[config.mk]
export PLATFORM = sky130hd
export DESIGN_NAME = echo_wave_sum_node
export DESIGN_NICKNAME = d
export VERILOG_FILES = /design/src/rtl/core/ewsn_pkg.sv /design/src/rtl/core/ewsn_ctrl.sv /design/src/rtl/core/ewsn_dp.sv /design/src/rtl/core/echo_wave_sum_node.sv
export SDC_FILE = /design/constraint.sdc
export NUM_CORES = 1
export LEC_CHECK = 0
export ABC_AREA = 1
export BUFFER_PORTS_ARGS = -buffer_cell sky130_fd_sc_hd__buf_4
export CELL_PAD_IN_SITES_DETAIL_PLACEMENT = 1
export CELL_PAD_IN_SITES_GLOBAL_PLACEMENT = 2
export CORE_ASPECT_RATIO = 1.1
export CORE_MARGIN = 2
export CORE_UTILIZATION = 33
export DETAILED_ROUTE_END_ITERATION = 6
export MAX_ROUTING_LAYER = met4
export PLACE_DENSITY = 0.82
export REMOVE_ABC_BUFFERS = 1
export SLEW_MARGIN = 20
export SYNTH_ARGS = -nofsm -noshare
export SYNTH_HDL_FRONTEND = slang
export SYNTH_SLANG_ARGS = --single-unit
[constraint.sdc]
create_clock -name clk -period 3.9 [get_ports clk]
set_clock_uncertainty 0.2 [all_clocks]
set_input_delay 0.195 -clock clk [delete_from_list [all_inputs] [get_ports clk]]
set_output_delay 0.195 -clock clk [all_outputs]
set_load 0.05 [all_outputs]
[src/rtl/core/ewsn_pkg.sv]
// shared types and constants of the echo wave sum node
package ewsn_pkg;

    localparam int MAX_NEIGHBOURS = 8;
    localparam int SUM_WIDTH      = 32;
    localparam int IDX_W          = 3;
    localparam int CNT_W          = 4;
    localparam int STORE_W        = 31;
    localparam int MODE_W         = 2;
    localparam int KIND_W         = 2;

    typedef logic [MODE_W-1:0]    mode_t;
    typedef logic [KIND_W-1:0]    kind_t;
    typedef logic [IDX_W-1:0]     idx_t;
    typedef logic [CNT_W-1:0]     cnt_t;
    typedef logic [SUM_WIDTH-1:0] sum_t;

    localparam mode_t MODE_START = 2'd0;
    localparam mode_t MODE_INFO  = 2'd1;
    localparam mode_t MODE_ECHO  = 2'd2;
    localparam mode_t MODE_UNK   = 2'd3;

    localparam kind_t KIND_INFO   = 2'd0;
    localparam kind_t KIND_ECHO   = 2'd1;
    localparam kind_t KIND_RESULT = 2'd2;
    localparam kind_t KIND_ERROR  = 2'd3;

    localparam logic CFG_NEIGHBOURS = 1'b0;
    localparam logic CFG_STORAGE    = 1'b1;

    // what one accepted beat asks the sequencer to send
    typedef struct packed {
        logic flood;
        logic skip_valid;
        idx_t skip_idx;
        logic fin;
    } plan_t;

    typedef struct packed {
        plan_t plan;
        cnt_t  n_eff;
        logic  out_free;
    } status_t;

    typedef struct packed {
        logic accept;
        logic emit_info;
        logic emit_final;
        idx_t idx;
        logic last;
    } cmd_t;

endpackage

[src/rtl/core/ewsn_ctrl.sv]
// sequencer of the echo wave node: accepts a beat and walks its output beats
module ewsn_ctrl
(
    input  logic             clk,
    input  logic             rst_n,
    input  logic             in_valid,
    output logic             in_ready,
    input  ewsn_pkg::status_t status,
    output ewsn_pkg::cmd_t    cmd
);
    import ewsn_pkg::*;

    typedef enum logic [1:0] {S_IDLE, S_FLOOD, S_FINAL} state_t;

    state_t state_reg, state_next;
    idx_t   idx_reg, idx_next;

    logic at_end;
    logic skip_now;
    logic near_end;

    always_comb
    begin
        at_end   = ({1'b0, idx_reg} == status.n_eff - 4'd1);
        skip_now = status.plan.skip_valid && (idx_reg == status.plan.skip_idx);
        // the only later index is the skipped sender
        near_end = ({1'b0, idx_reg} + 4'd2 == status.n_eff) && status.plan.skip_valid
                   && ({1'b0, status.plan.skip_idx} == status.n_eff - 4'd1);
    end

    always_comb
    begin
        state_next     = state_reg;
        idx_next       = idx_reg;
        in_ready       = 1'b0;
        cmd            = '0;
        cmd.idx        = idx_reg;
        unique case (state_reg)
            S_IDLE:
            begin
                in_ready = 1'b1;
                if (in_valid)
                begin
                    cmd.accept = 1'b1;
                    state_next = S_FLOOD;
                    idx_next   = '0;
                end
            end
            S_FLOOD:
            begin
                if (!status.plan.flood)
                begin
                    state_next = status.plan.fin ? S_FINAL : S_IDLE;
                end
                else if (skip_now || status.out_free)
                begin
                    cmd.emit_info = !skip_now;
                    cmd.last      = !status.plan.fin && (at_end || near_end);
                    if (at_end)
                    begin
                        state_next = status.plan.fin ? S_FINAL : S_IDLE;
                    end
                    else
                    begin
                        idx_next = idx_reg + 3'd1;
                    end
                end
            end
            S_FINAL:
            begin
                if (status.out_free)
                begin
                    cmd.emit_final = 1'b1;
                    cmd.last       = 1'b1;
                    state_next     = S_IDLE;
                end
            end
            default:
            begin
                state_next = S_IDLE;
            end
        endcase
    end

    always_ff @(posedge clk or negedge rst_n)
    begin
        if (!rst_n)
        begin
            state_reg <= S_IDLE;
            idx_reg   <= '0;
        end
        else
        begin
            state_reg <= state_next;
            idx_reg   <= idx_next;
        end
    end

endmodule

[src/rtl/core/ewsn_dp.sv]
// datapath of the echo wave node: node state, saturating sum, output register
module ewsn_dp
(
    input  logic                          clk,
    input  logic                          rst_n,
    input  logic                          cfg_we,
    input  logic                          cfg_index,
    input  logic [ewsn_pkg::STORE_W-1:0]  cfg_data,
    input  ewsn_pkg::mode_t               mode,
    input  ewsn_pkg::idx_t                sender_index,
    input  ewsn_pkg::sum_t                echo_sum,
    input  ewsn_pkg::cmd_t                cmd,
    output ewsn_pkg::status_t             status,
    input  logic                          out_ready,
    output logic                          out_valid,
    output ewsn_pkg::kind_t               msg_kind,
    output ewsn_pkg::idx_t                dest_index,
    output ewsn_pkg::sum_t                value,
    output logic                          last
);
    import ewsn_pkg::*;

    localparam sum_t SUM_MAX = {1'b0, {(SUM_WIDTH-1){1'b1}}};
    localparam sum_t SUM_MIN = {1'b1, {(SUM_WIDTH-1){1'b0}}};
    localparam sum_t MINUS_ONE = {SUM_WIDTH{1'b1}};

    // configuration
    cnt_t                nc_reg;
    logic [STORE_W-1:0]  own_reg;

    // node state
    logic informed_reg, informed_next;
    logic pknown_reg, pknown_next;
    idx_t parent_reg, parent_next;
    cnt_t count_reg, count_next;
    sum_t sum_reg, sum_next;

    // plan and final beat of the current item
    plan_t plan_reg, plan_next;
    kind_t fin_kind_reg, fin_kind_next;
    idx_t  fin_dest_reg, fin_dest_next;
    sum_t  fin_value_reg, fin_value_next;

    // output register
    logic  out_valid_reg;
    kind_t kind_reg;
    idx_t  dest_reg;
    sum_t  value_reg;
    logic  last_reg;

    cnt_t             n_eff;
    logic [SUM_WIDTH:0] wide_sum;
    sum_t             sat_sum;
    sum_t             own_sum;
    cnt_t             count_inc;
    logic             bad;
    logic             first;
    logic             pk;

    always_comb
    begin
        if (nc_reg == '0)
            n_eff = 4'd1;
        else if (nc_reg > 4'(MAX_NEIGHBOURS))
            n_eff = 4'(MAX_NEIGHBOURS);
        else
            n_eff = nc_reg;
    end

    always_comb
    begin
        wide_sum = {sum_reg[SUM_WIDTH-1], sum_reg} + {echo_sum[SUM_WIDTH-1], echo_sum};
        if (wide_sum[SUM_WIDTH] != wide_sum[SUM_WIDTH-1])
            sat_sum = wide_sum[SUM_WIDTH] ? SUM_MIN : SUM_MAX;
        else
            sat_sum = wide_sum[SUM_WIDTH-1:0];
        own_sum   = {{(SUM_WIDTH-STORE_W){1'b0}}, own_reg};
        count_inc = count_reg + 4'd1;
        bad       = (mode == MODE_UNK) || ({1'b0, sender_index} >= n_eff);
        first     = !informed_reg;
        pk        = first || pknown_reg;
    end

    always_comb
    begin
        informed_next  = informed_reg;
        pknown_next    = pknown_reg;
        parent_next    = parent_reg;
        count_next     = count_reg;
        sum_next       = sum_reg;
        plan_next      = plan_reg;
        fin_kind_next  = fin_kind_reg;
        fin_dest_next  = fin_dest_reg;
        fin_value_next = fin_value_reg;
        if (cmd.accept)
        begin
            plan_next      = '0;
            fin_kind_next  = KIND_ERROR;
            fin_dest_next  = '0;
            fin_value_next = MINUS_ONE;
            if (mode == MODE_START)
            begin
                informed_next   = 1'b1;
                plan_next.flood = 1'b1;
            end
            else if (bad)
            begin
                plan_next.fin = 1'b1;
            end
            else
            begin
                sum_next   = (mode == MODE_ECHO) ? sat_sum : sum_reg;
                count_next = count_inc;
                if (first)
                begin
                    informed_next        = 1'b1;
                    pknown_next          = 1'b1;
                    parent_next          = sender_index;
                    plan_next.flood      = 1'b1;
                    plan_next.skip_valid = 1'b1;
                    plan_next.skip_idx   = sender_index;
                end
                if (count_inc == n_eff)
                begin
                    plan_next.fin  = 1'b1;
                    fin_kind_next  = pk ? KIND_ECHO : KIND_RESULT;
                    fin_dest_next  = pk ? (first ? sender_index : parent_reg) : '0;
                    fin_value_next = sum_next;
                    // wave complete, back to idle
                    informed_next  = 1'b0;
                    pknown_next    = 1'b0;
                    count_next     = '0;
                    sum_next       = own_sum;
                end
            end
        end
        else if (cfg_we && (cfg_index == CFG_STORAGE) && !informed_reg && (count_reg == '0))
        begin
            sum_next = {{(SUM_WIDTH-STORE_W){1'b0}}, cfg_data};
        end
    end

    always_ff @(posedge clk or negedge rst_n)
    begin
        if (!rst_n)
        begin
            nc_reg       <= 4'd1;
            own_reg      <= '0;
            informed_reg <= 1'b0;
            pknown_reg   <= 1'b0;
            parent_reg   <= '0;
            count_reg    <= '0;
            sum_reg      <= '0;
            plan_reg     <= '0;
        end
        else
        begin
            if (cfg_we && (cfg_index == CFG_NEIGHBOURS))
                nc_reg <= cfg_data[CNT_W-1:0];
            if (cfg_we && (cfg_index == CFG_STORAGE))
                own_reg <= cfg_data;
            informed_reg <= informed_next;
            pknown_reg   <= pknown_next;
            parent_reg   <= parent_next;
            count_reg    <= count_next;
            sum_reg      <= sum_next;
            plan_reg     <= plan_next;
        end
    end

    always_ff @(posedge clk)
    begin
        fin_kind_reg  <= fin_kind_next;
        fin_dest_reg  <= fin_dest_next;
        fin_value_reg <= fin_value_next;
    end

    always_ff @(posedge clk or negedge rst_n)
    begin
        if (!rst_n)
            out_valid_reg <= 1'b0;
        else if (cmd.emit_info || cmd.emit_final)
            out_valid_reg <= 1'b1;
        else if (out_ready)
            out_valid_reg <= 1'b0;
    end

    always_ff @(posedge clk)
    begin
        if (cmd.emit_info)
        begin
            kind_reg  <= KIND_INFO;
            dest_reg  <= cmd.idx;
            value_reg <= MINUS_ONE;
            last_reg  <= cmd.last;
        end
        else if (cmd.emit_final)
        begin
            kind_reg  <= fin_kind_reg;
            dest_reg  <= fin_dest_reg;
            value_reg <= fin_value_reg;
            last_reg  <= cmd.last;
        end
    end

    always_comb
    begin
        status.plan     = plan_reg;
        status.n_eff    = n_eff;
        status.out_free = !out_valid_reg || out_ready;
    end

    assign out_valid  = out_valid_reg;
    assign msg_kind   = kind_reg;
    assign dest_index = dest_reg;
    assign value      = value_reg;
    assign last       = last_reg;

endmodule

[src/rtl/core/echo_wave_sum_node.sv]
// top level of the echo wave sum node
//
//  channel   dir  handshake             contents
//  s_*       in   s_tvalid / s_tready   received message
//  m_*       out  m_tvalid / m_tready   sent message, m_tlast on the final beat
//  cfg_*     in   cfg_we                register write, no read-back
//
// one message at a time: the message is accepted, then each neighbour index is walked
// when info is flooded (the sender's own index is walked without a beat) or
// an empty step is taken when nothing is flooded, then a closing echo,
// result or error is sent when one is due (neighbour count at most 8)
// m_tready low holds the output register and pauses the neighbour walk
// reset: neighbour count 1, storage 0, node idle
module echo_wave_sum_node
(
    input  logic        clk,
    input  logic        rst_n,
    input  logic        cfg_we,
    input  logic        cfg_index,
    input  logic [30:0] cfg_data,
    input  logic        s_tvalid,
    output logic        s_tready,
    input  logic [39:0] s_tdata,   // mode[1:0], sender_index[4:2], echo_sum[36:5], zeros
    output logic        m_tvalid,
    input  logic        m_tready,
    output logic [39:0] m_tdata,   // msg_kind[1:0], dest_index[4:2], value[36:5], zeros
    output logic        m_tlast
);
    import ewsn_pkg::*;

    status_t status;
    cmd_t    cmd;
    kind_t   msg_kind;
    idx_t    dest_index;
    sum_t    value;

    ewsn_ctrl u_ctrl
    (
        .clk      (clk),
        .rst_n    (rst_n),
        .in_valid (s_tvalid),
        .in_ready (s_tready),
        .status   (status),
        .cmd      (cmd)
    );

    ewsn_dp u_dp
    (
        .clk          (clk),
        .rst_n        (rst_n),
        .cfg_we       (cfg_we),
        .cfg_index    (cfg_index),
        .cfg_data     (cfg_data),
        .mode         (s_tdata[1:0]),
        .sender_index (s_tdata[4:2]),
        .echo_sum     (s_tdata[36:5]),
        .cmd          (cmd),
        .status       (status),
        .out_ready    (m_tready),
        .out_valid    (m_tvalid),
        .msg_kind     (msg_kind),
        .dest_index   (dest_index),
        .value        (value),
        .last         (m_tlast)
    );

    assign m_tdata = {3'b000, value, dest_index, msg_kind};

endmodule

==> qor.csv <==
metric;value;unit
synthTopCellsByArea;dfrtp_1 21%, nand2_1 21%, edfxtp_1 12%, inv_1 6.8%, dfxtp_1 6.6%;
worstPathArrival;3.47;ns
hold_slack;0.00611;ns
hold_viol;0;
synthCells;1467;
final_cell_mix;563 x nand2_1, 184 x inv_1, 135 x buf_4;
critPathBufInv;6;
drv_cap;0;
design_power_total;9.98;mW
leakage;6.49;nW
r2r_setup_slack;0.55;ns
layout.cells.most_common;nand2_1;
fin_setup_tns;0;ns
worstHoldPathType;in2reg;
via_per_inst;4.76;
clk_pin_slew;0.07;ns
numCtsBuffers;17;
htreeDepth;4;
die_x;172;um
syn_area_per_cell;6.99;um^2
status;finished clean;
via_count;9692;
r2r_cells;18;
synth.mux.area_fraction;0;%
critPathSlowestCell;dfrtp_1;
synth_top_family_by_area;simple AND/OR/NAND/NOR gates;
synth.top_cell.area_share;21.2;%
grt_start_max_net_pins;75;
netlist_area;0.0103;mm^2
synth_adder_area_share;5.44;%
clock_latency;0.45;ns
synth-seq-area-share;40.1;%
drt_first_iter_violations;436;
synth_flop_cell;dfrtp_1;
p_per_area;793;mW/mm^2
worstMarginPinSlew;0.985;ns
antenna_found_initial;0;
drive_above_1_share;13.4;%
io_pins;120;
path_depth;18;
coreArea;0.0305;mm^2
start_kind;flop;
grt_pass1_vias;10100;
syn_to_final_growth;22.8;%
crit_fanout;38;
cts.root.buffer_cell;clkbuf_16;
cp.required;4.02;ns
cts_max_path_buffers;2;
ys.warnings.count;0;
timing.rr.end;u_dp.sum_reg[4];
hpwl;24400;um
ant_nets;0;
synth_edf_count;41;
fmax;0.299;GHz
first_pass_iters;4;
chipHeight;189;um
grt_pass1_wl;54200;um
r2r_start;u_dp.nc_reg[2];
post-route-min-period;3.35;ns
synthArstFlopShare;54.0;%
slowest_delay;0.40;ns
critPathCapture;u_dp.sum_reg[4];
cts_tree;done;
cts_sinks;163;
crit_top_cell;a21oi_1;
whs_path_depth;4;
wire_per_inst;16.5;um
path_class;reg2reg;
postCtsSetupBuffers;0;
drv_slew;0;
vdd_drop_max;0.000387;V
cp-startpoint;u_dp.nc_reg[2];
min_period_over_period;85.9;%
ys_seq_elements;163;
crit_family;compound AO/OA/AOI/OAI gates;
gp_congestion;0.903;
drc;0;
start_util;33.6;%
synth_compound_area_share;10.9;%
final-setup-viol-count;0;
fp-row-count;67;
n_antenna_cell;0;
grtUsageTotal;22.1;%
numPortBuffers;113;
die_area;0.0325;mm^2
postRouteWirelength;33600;um
final_nets;1730;
rsz0062_at_grt;false;
synth-xor-area-share;2.39;%
cp-end-kind;flop;
yosys.area_share.simple;31.6;%
yosysTopAreaCell;dfrtp_1;
ys_types;43;
slew_headroom;34.3;%
grt-ovfl-total;0;
cp_cell_sequence;inv_1 > nand3_1 > a21oi_1 > inv_1 > ha_1 > inv_1 > a21oi_1 > o21ai_0 > a21oi_1 > a21oi_1 > nand2_1 > nor2_1 > inv_1 > nand2_1 > inv_2 > buf_12 > a21oi_1 > a21boi_0;
cell families after synthesis:
kind of cell	after synthesis
flip-flops	163
AND/OR/NAND/NOR	792
adder cells (fa/ha/maj)	44
other	1
AO/OA/AOI/OAI	194
XOR/XNOR	28
buffers and inverters	245
layer usage:
metal	wire [um]	vias to the layer above	GRT usage [%]
met2	16600	112	37.6
met5	0	-	-
met4	317	0	4.52
met3	678	17	2.53
li1	-	4893	-
met1	16100	4670	28.5
area by class of cell:
class | instances | area, um^2
Clock inverter | 13 | 159
Timing Repair Buffer | 177 | 1440
Inverter | 189 | 709
Tap cell | 414 | 518
Fill cell | 3874 | 17900
Multi-Input combinational cell | 1061 | 5180
Clock buffer | 19 | 464
Sequential cell | 163 | 4120
per-stage QoR:
stage          instance area [um^2]  utilization [%]  std cells  setup slack, ns
2_1_floorplan                 10000                -       1413           -0.603
3_3_place_gp                  11600             37.9       1963            0.715
3_5_place_dp                  11600             37.9       1963            0.601
4_1_cts                       12600             41.3       2036            0.555
5_1_grt                       12600             41.3       2036            0.141
6_report                      12600             41.3       2036            0.551
report_power, final:
part	total, mW	internal (mW)	switching (mW)
Combinational	5.53	1.84	3.70
Clock	1.84	1.02	0.815
Sequential	2.61	2.29	0.324
what timing repair did:
item | in CTS | in global routing
resized for setup | 0 | 0
setup endpoints to repair | 0 | 0
hold buffers | 41 | 0
hold endpoints to repair | 138 | 0
worst register-to-register path: stages, from the launching register on:
cell	delay, ns
dfrtp_1	0.40
inv_1	0.09
nand3_1	0.08
a21oi_1	0.18
inv_1	0.11
ha_1	0.29
inv_1	0.06
a21oi_1	0.03
o21ai_0	0.14
a21oi_1	0.09
a21oi_1	0.25
nand2_1	0.14
nor2_1	0.15
inv_1	0.12
nand2_1	0.15
inv_2	0.21
buf_12	0.26
a21oi_1	0.15
a21boi_0	0.11
cell usage after synthesis, drive strengths merged (2+ instances only):
| master | count |
|---|---|
| nand2 | 594 |
| inv | 188 |
| nand3 | 111 |
| dfrtp | 87 |
| a21oi | 82 |
| nor2 | 68 |
| o21ai | 67 |
| ha | 43 |
| edfxtp | 41 |
| clkbuf | 39 |
| dfxtp | 34 |
| a21boi | 25 |
| xor2 | 21 |
| buf | 17 |
| o21bai | 8 |
| xnor2 | 7 |
| nand4 | 6 |
| nor3 | 6 |
| o22ai | 4 |
| or2 | 4 |
| o211ai | 3 |
| o31ai | 2 |
worst min-delay path by stage:
stage                     slack [ns]                  end      start
after global routing            0.05  u_ctrl.state_reg[1]   s_tvalid
after global placement          0.19     u_dp.own_reg[30]      rst_n
after detailed placement        0.20     u_dp.own_reg[30]      rst_n
after floorplan                -0.30    u_ctrl.idx_reg[0]      rst_n
final                          0.006       u_dp.nc_reg[2]  cfg_index
after CTS                     0.0009       u_dp.nc_reg[2]  cfg_index
Power figures use the tool's default switching activity.
